`src/hw/rtl/hdlc_dfr_pkg.sv`:
```
package hdlc_dfr_pkg;

  localparam int CountWidth = 16;
  localparam int CmpWidth = (CountWidth > 16) ? CountWidth : 16;

  localparam logic [7:0] FlagByte = 8'h7E;
  localparam logic [7:0] EscByte = 8'h7D;
  localparam logic [7:0] EscMask = 8'h20;
  localparam logic [15:0] FcsPoly = 16'h8408;
  localparam logic [15:0] FcsInit = 16'hFFFF;
  localparam logic [15:0] FcsGood = 16'hF0B8;
  localparam logic [CountWidth-1:0] FcsBytes = CountWidth'(2);
  localparam logic [15:0] BufSizeReset = 16'd4096;

  typedef enum logic [2:0] {
    ST_NONE    = 3'd0,
    ST_GOOD    = 3'd1,
    ST_FCS_ERR = 3'd2,
    ST_DISCARD = 3'd3,
    ST_FULL    = 3'd4
  } status_t;

  typedef enum logic [1:0] {
    KIND_FLAG,
    KIND_ESC,
    KIND_DATA
  } kind_t;

  typedef struct packed {
    kind_t      kind;
    logic       esc_ok;
    logic [7:0] rx_byte;
  } cmd_t;

  function automatic logic [15:0] fcs_update(input logic [15:0] fcs, input logic [7:0] b);
    logic [15:0] v;
    v = fcs ^ {8'h00, b};
    for (int i = 0; i < 8; i++) begin
      if (v[0]) begin
        v = (v >> 1) ^ FcsPoly;
      end else begin
        v = v >> 1;
      end
    end
    return v;
  endfunction

endpackage

```
`src/hw/rtl/hdlc_dfr_in_if.sv`:
```
interface hdlc_dfr_in_if;
  logic       valid;
  logic       ready;
  logic [7:0] rx_byte;

  modport source (output valid, output rx_byte, input ready);
  modport sink (input valid, input rx_byte, output ready);
endinterface

```
`src/hw/rtl/hdlc_dfr_out_if.sv`:
```
interface hdlc_dfr_out_if;
  logic        valid;
  logic        ready;
  logic [2:0]  status;
  logic        data_valid;
  logic [7:0]  data_byte;
  logic [15:0] data_index;
  logic [15:0] frame_length;

  modport source (
    output valid, output status, output data_valid, output data_byte,
    output data_index, output frame_length, input ready
  );
  modport sink (
    input valid, input status, input data_valid, input data_byte,
    input data_index, input frame_length, output ready
  );
endinterface

```
`src/hw/rtl/hdlc_dfr_front.sv`:
```
module hdlc_dfr_front (
  input  logic [7:0]         rx_byte,
  output hdlc_dfr_pkg::cmd_t cmd
);

  always_comb begin
    cmd.rx_byte = rx_byte;
    cmd.esc_ok = (rx_byte == (hdlc_dfr_pkg::FlagByte ^ hdlc_dfr_pkg::EscMask)) ||
                 (rx_byte == (hdlc_dfr_pkg::EscByte ^ hdlc_dfr_pkg::EscMask));
    if (rx_byte == hdlc_dfr_pkg::FlagByte) begin
      cmd.kind = hdlc_dfr_pkg::KIND_FLAG;
    end else if (rx_byte == hdlc_dfr_pkg::EscByte) begin
      cmd.kind = hdlc_dfr_pkg::KIND_ESC;
    end else begin
      cmd.kind = hdlc_dfr_pkg::KIND_DATA;
    end
  end

endmodule

```
`src/hw/rtl/hdlc_dfr_fifo.sv`:
```
module hdlc_dfr_fifo (
  input  logic               clk,
  input  logic               rst,
  input  logic               push,
  input  hdlc_dfr_pkg::cmd_t push_cmd,
  output logic               not_full,
  input  logic               pop,
  output logic               not_empty,
  output hdlc_dfr_pkg::cmd_t head,
  output logic [1:0]         level
);

  hdlc_dfr_pkg::cmd_t mem [2];
  logic wr_ptr;
  logic rd_ptr;

  assign not_full = (level != 2'd2);
  assign not_empty = (level != 2'd0);
  assign head = mem[rd_ptr];

  always_ff @(posedge clk) begin
    if (push && not_full) begin
      mem[wr_ptr] <= push_cmd;
    end
  end

  always_ff @(posedge clk) begin
    if (rst) begin
      wr_ptr <= 1'b0;
      rd_ptr <= 1'b0;
      level <= 2'd0;
    end else begin
      if (push && not_full) begin
        wr_ptr <= ~wr_ptr;
      end
      if (pop && not_empty) begin
        rd_ptr <= ~rd_ptr;
      end
      level <= level + 2'(push && not_full) - 2'(pop && not_empty);
    end
  end

endmodule

```
`src/hw/rtl/hdlc_dfr_back.sv`:
```
module hdlc_dfr_back (
  input  logic                 clk,
  input  logic                 rst,
  input  logic                 cfg_we,
  input  logic [15:0]          cfg_data,
  input  logic                 cmd_valid,
  input  hdlc_dfr_pkg::cmd_t   cmd,
  output logic                 cmd_pop,
  hdlc_dfr_out_if.source       result
);

  localparam int Cw = hdlc_dfr_pkg::CountWidth;
  localparam int Mw = hdlc_dfr_pkg::CmpWidth;

  logic          hunting, hunting_next;
  logic          esc_pend, esc_pend_next;
  logic [Cw-1:0] byte_count, byte_count_next;
  logic [15:0]   fcs, fcs_next;
  logic [15:0]   buffer_size;

  hdlc_dfr_pkg::status_t st;
  logic        dv;
  logic [7:0]  db;
  logic [15:0] flen;
  logic [7:0]  b;
  logic        full;
  logic        take;

  assign take = cmd_valid && (!result.valid || result.ready);
  assign cmd_pop = take;
  assign full = (Mw'(byte_count) >= Mw'(buffer_size)) || (byte_count == {Cw{1'b1}});

  always_comb begin
    hunting_next = hunting;
    esc_pend_next = esc_pend;
    byte_count_next = byte_count;
    fcs_next = fcs;
    st = hdlc_dfr_pkg::ST_NONE;
    dv = 1'b0;
    db = 8'h00;
    flen = 16'h0000;
    b = cmd.rx_byte;
    if (hunting && cmd.kind != hdlc_dfr_pkg::KIND_FLAG) begin
      esc_pend_next = 1'b0;
      byte_count_next = '0;
      fcs_next = hdlc_dfr_pkg::FcsInit;
    end else begin
      case (cmd.kind)
        hdlc_dfr_pkg::KIND_FLAG: begin
          hunting_next = 1'b0;
          if (byte_count > hdlc_dfr_pkg::FcsBytes) begin
            if (fcs == hdlc_dfr_pkg::FcsGood) begin
              st = hdlc_dfr_pkg::ST_GOOD;
              flen = 16'(byte_count - hdlc_dfr_pkg::FcsBytes);
            end else begin
              st = hdlc_dfr_pkg::ST_FCS_ERR;
            end
          end
          esc_pend_next = 1'b0;
          byte_count_next = '0;
          fcs_next = hdlc_dfr_pkg::FcsInit;
        end
        hdlc_dfr_pkg::KIND_ESC: begin
          if (!esc_pend) begin
            esc_pend_next = 1'b1;
          end else begin
            st = hdlc_dfr_pkg::ST_DISCARD;
            hunting_next = 1'b1;
            esc_pend_next = 1'b0;
            byte_count_next = '0;
            fcs_next = hdlc_dfr_pkg::FcsInit;
          end
        end
        default: begin
          if (full) begin
            st = hdlc_dfr_pkg::ST_FULL;
            hunting_next = 1'b1;
            esc_pend_next = 1'b0;
            byte_count_next = '0;
            fcs_next = hdlc_dfr_pkg::FcsInit;
          end else if (esc_pend && !cmd.esc_ok) begin
            st = hdlc_dfr_pkg::ST_DISCARD;
            hunting_next = 1'b1;
            esc_pend_next = 1'b0;
            byte_count_next = '0;
            fcs_next = hdlc_dfr_pkg::FcsInit;
          end else begin
            if (esc_pend) begin
              b = cmd.rx_byte ^ hdlc_dfr_pkg::EscMask;
            end
            esc_pend_next = 1'b0;
            dv = 1'b1;
            db = b;
            fcs_next = hdlc_dfr_pkg::fcs_update(fcs, b);
            byte_count_next = byte_count + Cw'(1);
          end
        end
      endcase
    end
  end

  always_ff @(posedge clk) begin
    if (rst) begin
      hunting <= 1'b1;
      esc_pend <= 1'b0;
      byte_count <= '0;
      fcs <= hdlc_dfr_pkg::FcsInit;
      buffer_size <= hdlc_dfr_pkg::BufSizeReset;
      result.valid <= 1'b0;
    end else begin
      if (cfg_we) begin
        buffer_size <= cfg_data;
      end
      if (take) begin
        hunting <= hunting_next;
        esc_pend <= esc_pend_next;
        byte_count <= byte_count_next;
        fcs <= fcs_next;
        result.valid <= 1'b1;
      end else if (result.ready) begin
        result.valid <= 1'b0;
      end
    end
  end

  // output payload register
  always_ff @(posedge clk) begin
    if (take) begin
      result.status <= st;
      result.data_valid <= dv;
      result.data_byte <= db;
      result.data_index <= dv ? 16'(byte_count) : 16'h0000;
      result.frame_length <= flen;
    end
  end

endmodule

```
`src/hw/rtl/hdlc_async_deframer_unit.sv`:
```
// each byte passes through the request queue, then its result is registered in the output register
// throughput: one byte per cycle while results are taken, set by the back end's state update
// a two-entry request queue lets input and output stall independently
// reset (rst, synchronous): hunting for a flag, escape cleared, count 0, fcs 0xffff,
// buffer_size 4096, queue and output register empty
module hdlc_async_deframer_unit (
  input  logic          clk,
  input  logic          rst,
  input  logic          cfg_we,
  input  logic [15:0]   cfg_data,
  hdlc_dfr_in_if.sink   rx,
  hdlc_dfr_out_if.source result
);

  hdlc_dfr_pkg::cmd_t in_cmd;
  hdlc_dfr_pkg::cmd_t head;
  logic       not_full;
  logic       not_empty;
  logic       pop;
  logic [1:0] level;

  assign rx.ready = not_full;

  hdlc_dfr_front u_front (
    .rx_byte (rx.rx_byte),
    .cmd     (in_cmd)
  );

  hdlc_dfr_fifo u_fifo (
    .clk       (clk),
    .rst       (rst),
    .push      (rx.valid),
    .push_cmd  (in_cmd),
    .not_full  (not_full),
    .pop       (pop),
    .not_empty (not_empty),
    .head      (head),
    .level     (level)
  );

  hdlc_dfr_back u_back (
    .clk       (clk),
    .rst       (rst),
    .cfg_we    (cfg_we),
    .cfg_data  (cfg_data),
    .cmd_valid (not_empty),
    .cmd       (head),
    .cmd_pop   (pop),
    .result    (result)
  );

`ifndef SYNTHESIS
  a_data_no_status: assert property (@(posedge clk) disable iff (rst)
    (result.valid && result.data_valid) |->
      (result.status == hdlc_dfr_pkg::ST_NONE && result.frame_length == 16'h0000))
    else $error("stored byte reported with frame status");

  a_len_only_good: assert property (@(posedge clk) disable iff (rst)
    (result.valid && result.status != hdlc_dfr_pkg::ST_GOOD) |->
      (result.frame_length == 16'h0000))
    else $error("frame length without good frame");

  a_level_bound: assert property (@(posedge clk) disable iff (rst)
    (level != 2'd3) && !((level == 2'd0) && pop))
    else $error("queue level out of range or pop from empty queue");
`endif

endmodule

```
`src/flat_wrapper.sv`:
```
// flat-port wrapper written by rule: the top's interface ports become plain ports
module hdlc_async_deframer_unit_flat 
  (clk, rst, cfg_we, cfg_data, rx_valid, rx_rx_byte, rx_ready, result_valid, result_status, result_data_valid, result_data_byte, result_data_index, result_frame_length, result_ready);
  hdlc_dfr_in_if rx_i ();
  hdlc_dfr_out_if result_i ();
  input  logic clk;
  input  logic rst;
  input  logic cfg_we;
  input  logic [15:0] cfg_data;
  input wire logic [$bits(rx_i.valid)-1:0] rx_valid;
  input wire logic [$bits(rx_i.rx_byte)-1:0] rx_rx_byte;
  output wire logic [$bits(rx_i.ready)-1:0] rx_ready;
  output wire logic [$bits(result_i.valid)-1:0] result_valid;
  output wire logic [$bits(result_i.status)-1:0] result_status;
  output wire logic [$bits(result_i.data_valid)-1:0] result_data_valid;
  output wire logic [$bits(result_i.data_byte)-1:0] result_data_byte;
  output wire logic [$bits(result_i.data_index)-1:0] result_data_index;
  output wire logic [$bits(result_i.frame_length)-1:0] result_frame_length;
  input wire logic [$bits(result_i.ready)-1:0] result_ready;
  assign rx_i.valid = rx_valid;
  assign rx_i.rx_byte = rx_rx_byte;
  assign rx_ready = rx_i.ready;
  assign result_valid = result_i.valid;
  assign result_status = result_i.status;
  assign result_data_valid = result_i.data_valid;
  assign result_data_byte = result_i.data_byte;
  assign result_data_index = result_i.data_index;
  assign result_frame_length = result_i.frame_length;
  assign result_i.ready = result_ready;
  hdlc_async_deframer_unit u_core (.clk(clk), .rst(rst), .cfg_we(cfg_we), .cfg_data(cfg_data), .rx(rx_i), .result(result_i));
endmodule
```
`config.mk`:
```
export PLATFORM = sky130hd
export DESIGN_NAME = hdlc_async_deframer_unit_flat
export DESIGN_NICKNAME = d
export VERILOG_FILES = /design/src/hw/rtl/hdlc_dfr_pkg.sv /design/src/hw/rtl/hdlc_dfr_in_if.sv /design/src/hw/rtl/hdlc_dfr_out_if.sv /design/src/hw/rtl/hdlc_dfr_front.sv /design/src/hw/rtl/hdlc_dfr_fifo.sv /design/src/hw/rtl/hdlc_dfr_back.sv /design/src/hw/rtl/hdlc_async_deframer_unit.sv /design/src/flat_wrapper.sv
export SDC_FILE = /design/constraint.sdc
export NUM_CORES = 1
export LEC_CHECK = 0
export BUFFER_PORTS_ARGS = -buffer_cell sky130_fd_sc_hd__buf_2
export CAP_MARGIN = 20
export CORE_UTILIZATION = 30
export DETAILED_ROUTE_END_ITERATION = 7
export SETUP_SLACK_MARGIN = 0.02
export SYNTH_ARGS = -nofsm -noshare
export SYNTH_HDL_FRONTEND = slang
export SYNTH_SLANG_ARGS = --single-unit
```
`constraint.sdc`:
```
create_clock -name clk -period 4.32 [get_ports clk]
set_input_delay 0 -clock clk [delete_from_list [all_inputs] [get_ports clk]]
set_output_delay 0 -clock clk [all_outputs]
set_load 0.005 [all_outputs]
```
# Word level (Yosys, flattened, before mapping)
# Memories as Yosys holds them, arrays and structs flattened. A register that Yosys moved wholly into a read port is not among the register bits.
# Cells that the tools add are included.
# totals
regBits	99
mem_count	1
latchBits	0
out_inout_bits	46
romBits	0
ramBits	22
# classes
n_div	0
shift	0
add_sub_neg	4
muxes	76
reduce_logical	20
n_bitwise	16
eq_ne	10
magnitude_cmp	2
mul	0
# mem_list
memory	words	word_bits	rd	rd_ports_with_merged_regs	write_ports	line_no	text
u_core.u_fifo.mem	2	11	1	1	1	hdlc_dfr_fifo.sv:13	hdlc_dfr_pkg::cmd_t mem [2];
# op_table
op	n
16-bit two-way mux	44
16-bit case mux with 2 select lines	2
16-bit == test, second input constant	2
8-bit by 7-bit == test with 1-bit output, second input constant	4
8-bit two-way mux	4
2-bit NOT with 3-bit output	8
16-bit by 1-bit adder with 16-bit output, second input constant	1
16-bit greater-or-equal comparator	1
16-bit by 2-bit > comparator with 1-bit output, second input constant	1
1-bit two-way mux	16
16-bit by 2-bit subtractor with 16-bit output, second input constant	1
16-bit by 8-bit XOR with 16-bit output	1
2-bit two-way mux	6
1-bit NOT	7
6-bit two-way mux	1
3-bit case mux with 2 select lines	1
2-bit nonzero test	3
1-bit logical AND	5
5-bit OR reduction	1
2-bit != test, second input constant	2
4-bit AND reduction	1
4-bit nonzero test	1
4-bit OR reduction	1
1-bit logical OR	3
10 further kinds	11

# Logic depth before layout (Yosys ltp)
# logic_depth
depth_word	55
ltp_mapped	10

# Modules after synthesis
# From an unflattened synthesis, not the netlist that was laid out.
# unflattened
hier_cells	549
hier_area_um2	5815.6
# modules_own_cells
mod	area_per_inst_um2	instances	seq_area_each_um2	cells_per_inst
hdlc_dfr_back	4678.2	1	2342.2	476
hdlc_dfr_fifo	1027.2	1	760.7	58
hdlc_dfr_front	110.1	1	0.0	15

# Least setup slack after synthesis
# Ideal clock, no wire load.
# synth_timing
kind	register to register
startpoint	register u_core.u_back.result.valid
endpoint	register u_core.u_back.byte_count[13]
arrival_time_ps	3070
path_stages_with_launch	9
setup_time_ps	129
required_ps	4191
synth_period_minus_slack_ps	3199
path_buffers	1
path_slack_ps	1121
path_cell_list	dfxtp_1 > nand2b_1 > o21a_1 > clkbuf_1 > o21ai_1 > nor3_1 > nand2_1 > xor2_1 > nor2_1
# synth_between
elab_chain_cells	4
# synth_lines
item	line_no	text
start: declaration	hdlc_dfr_out_if.sv:11	output valid, output status, output data_valid, output data_byte,
start signal: assignment	hdlc_dfr_back.sv:109	result.valid <= 1'b0;
start signal: assignment	hdlc_dfr_back.sv:119	result.valid <= 1'b1;
start signal: assignment	hdlc_dfr_back.sv:121	result.valid <= 1'b0;
1-bit zero test	hdlc_dfr_back.sv:29	assign take = cmd_valid && (!result.valid || result.ready);
1-bit logical OR	hdlc_dfr_back.sv:29	
1-bit logical AND	hdlc_dfr_back.sv:29	
net u_core.pop	hdlc_async_deframer_unit.sv:19	logic pop;
2-bit AND reduction (no line)	-	
end signal: assignment	hdlc_dfr_back.sv:117	byte_count <= byte_count_next;
end: declaration	hdlc_dfr_back.sv:17	logic [Cw-1:0] byte_count, byte_count_next;
# The timed path passes the listed nets, and every way through them passes these cells.
# A chain may end at the register's enable or synchronous reset.

# Worst setup path in the final report
# layout_timing
startpoint	register u_core.u_back.byte_count[0]
endpoint	register u_core.u_back.fcs[5]
# layout_between
elab_chain_cells	5
# layout_lines
item	line_no	text
16-bit greater-or-equal comparator or 16-bit == test (tied branches)	hdlc_dfr_back.sv:31	assign full = (Mw'(byte_count) >= Mw'(buffer_size)) || (byte_count == {Cw{1'b1}});
1-bit logical OR (*)	hdlc_dfr_back.sv:31	
16-bit two-way mux (*)	hdlc_dfr_back.sv:75	if (full) begin
16-bit case mux with 2 select lines (*)	hdlc_dfr_back.sv:48	case (cmd.kind)
16-bit two-way mux (*)	hdlc_dfr_back.sv:43	if (hunting && cmd.kind != hdlc_dfr_pkg::KIND_FLAG) begin
end signal: assignment	hdlc_dfr_back.sv:107	fcs <= hdlc_dfr_pkg::FcsInit;
end signal: assignment	hdlc_dfr_back.sv:118	fcs <= fcs_next;
end: declaration	hdlc_dfr_back.sv:18	logic [15:0] fcs, fcs_next;
# Every way passes the cells marked *; elsewhere a longest branch is shown, timed or not.

==> results.tsv <==
metric	value	unit
end_kind	register	
finalSetupTns	0	ns
ant_nets	0	
pwr-share-comb	0.231	
hold_path_class	input port to register	
fill_cells	1750	
worst_setup_path_start_kind	register	
dp_hpwl	8460	µm
final_common_cell	buf_2	
dieHeight	140	µm
synth_edf_count	66	
async_flop_share	0	
cts_num_sinks	122	
ios	75	
ys_ff_latch	122	
dp.cells	805	
leakagePower	2.84	nW
synth_area	5670	µm²
place_ws	1.52	ns
vias	3992	
clockRootBuffer	clkbuf_16	
cp.required	4.60	ns
wl_per_cell	13.7	µm
worstPathMaxFanout	51	
ctsResizeCount	0	
critical_path_class	register to register	
hold_violations	0	
cap_viol_max_count	0	
rows	49	
worstSkewPairLatency	0.42	ns
p_int	2.85	mW
via_per_inst	4.63	
syn_to_final_growth	25.3	%
path_clk_slew	0.06	ns
yosysWarnings	0	
p_sw_frac	0.293	
setup_viol	0	
fin_crit	2.79	ns
post_cts_buffers	0	
grt_overflow	0	
n_antenna_cell	0	
nNetsFinal	672	
netlist_instances	528	
post-route-worst-setup-slack	1.53	ns
antenna_found_initial	0	
gp_congestion	0.752	
totalWireLength	11800	µm
p_switching	1.18	mW
postSynthAreaPerCell	10.7	µm²
share_seq_of_total_power	0.400	
dr.pass1.iters	5	
arrival	3.07	ns
clock_path_buffers	2	
final_max_slew_viol_count	0	
outcome	finished, final reports clean	
hold_buffers	26	
seq_area_frac_synth	0.547	
dieArea	19500	µm²
stdcell_count	863	
relSlewSlack	0.347	
power.density	568	nW/µm²
die_w	140	µm
grt_usage	0.129	
grt_pass1_wl	19700	µm
vdd_drop_max	0.390	mV
p_clk_frac	0.369	
drive_above_1_share	0.183	
final.period_utilization	0.647	
grt_max_degree	52	
drtIter0Drc	227	
cts_tree	done	
utilization	0.389	
fp.coreArea	18300	µm²
ys.flop_type	edfxtp_1	
htreeDepth	4	
route.detailed.drc	0	
syn_nets	579	
final_cell_mix	buf_2, nor2_1, edfxtp_1, dfxtp_1, xnor2_1	
cts_buffers	17	
yosys.cell_types.count	47	
rsz0062_at_grt	no	
fmax	0.358	GHz
numPortBuffers	74	
grt_pass1_vias	3920	
clock_skew	0.0113	ns
tightestPinTransition	0.979	ns
initial_core_util	0.311	
## area by class of cell
cell class / count / area (µm²) / share of cell area
Clock inverter: 14 / 199 / 0.0280
Inverter: 21 / 78.8 / 0.0111
Tap cell: 229 / 287 / 0.0403
Sequential cell: 122 / 3100 / 0.436
Timing Repair Buffer: 103 / 653 / 0.0918
Multi-Input combinational cell: 356 / 2360 / 0.332
Clock buffer: 18 / 429 / 0.0603
## flip-flops by register name, summed over array words and instances (netlist names), 2 cells and up, named ones only
register,cells
u_core.u_fifo.mem,22
u_core.u_back.result.data_byte,8
u_core.u_fifo.level,2
u_core.u_back.fcs,16
u_core.u_back.result.status,3
u_core.u_back.byte_count,16
u_core.u_back.result.frame_length,16
u_core.u_back.result.data_index,16
u_core.u_back.buffer_size,16
## power by group through the flow
stage	Clock, mW	Combinational [mW]	Sequential [mW]
final	1.49	0.933	1.62
after global routing	1.56	1.04	1.65
after CTS	1.52	0.950	1.62
after detailed placement	0	0.931	1.64
after global placement	0	0.915	1.64
after floorplan	0	0.629	1.63
## worst paths after layout
path                                                    from  slack [ns]                            to  cells past startpoint
worst max-delay path             u_core.u_back.byte_count[0]        1.53          u_core.u_back.fcs[5]                     10
worst min-delay path                                  cfg_we        0.12  u_core.u_back.buffer_size[3]                      3
worst max register to register   u_core.u_back.byte_count[0]        1.53          u_core.u_back.fcs[5]                     10
worst min register to register  u_core.u_back.buffer_size[3]        0.50  u_core.u_back.buffer_size[3]                      2
## critical path, stage by stage (launching register included)
cell and delay, ns:
dfxtp_1 0.40, inv_1 0.12, ha_1 0.29, nand2b_1 0.14
a21o_1 0.17, a211oi_1 0.31, o21ai_1 0.18, nor4_4 0.28
buf_4 0.43, and3_1 0.23, o21ai_1 0.06
## synth_stat cells, drive strengths merged, types with 2 or more instances
master | number | area share
a211oi | 2 | 0.0026
a21o | 3 | 0.0040
a21oi | 14 | 0.012
a31oi | 13 | 0.014
and2 | 18 | 0.020
and3 | 10 | 0.014
and4b | 3 | 0.0053
buf | 13 | 0.013
clkbuf | 16 | 0.011
dfxtp | 56 | 0.20
edfxtp | 66 | 0.35
ha | 22 | 0.049
inv | 21 | 0.014
mux2i | 25 | 0.044
nand2 | 28 | 0.019
nand2b | 5 | 0.0055
nand3 | 11 | 0.0097
nand4 | 11 | 0.012
nor2 | 71 | 0.047
nor2b | 8 | 0.0088
nor3 | 21 | 0.019
nor3b | 2 | 0.0026
nor4 | 4 | 0.0071
nor4b | 2 | 0.0031
o211ai | 3 | 0.0040
o21a | 2 | 0.0026
o21ai | 14 | 0.013
o2bb2ai | 2 | 0.0031
o31ai | 2 | 0.0026
xnor2 | 30 | 0.046
xor2 | 21 | 0.032
## through the flow
step                total power, mW  hold slack, ns  area [µm²]
floorplan                      2.26          0.0989        5670
global placement               2.55           0.202        6220
detailed placement             2.57           0.207        6220
CTS                            4.09           0.120        7110
global route                   4.25           0.141        7110
finish                         4.04           0.124        7110
## kinds of logic after synthesis
| group | after synthesis | share of synthesized area |
|---|---|---|
| adders and majority gates | 22 | 0.0485 |
| buffers and inverters | 50 | 0.0370 |
| AOI/OAI and AO/OA | 60 | 0.0675 |
| and+or+nand+nor | 198 | 0.177 |
| DFF | 122 | 0.547 |
| xor gates and xnor gates | 51 | 0.0787 |
| muxes | 25 | 0.0441 |
## metal layers
layer,vias up,track usage,wire length [µm]
met4,0,0.0584,193
met3,14,0.0330,479
met2,94,0.194,5160
met5,-,0,0
li1,2043,-,-
met1,1841,0.174,6020
Note: power is estimated with default switching activity, not from simulation.
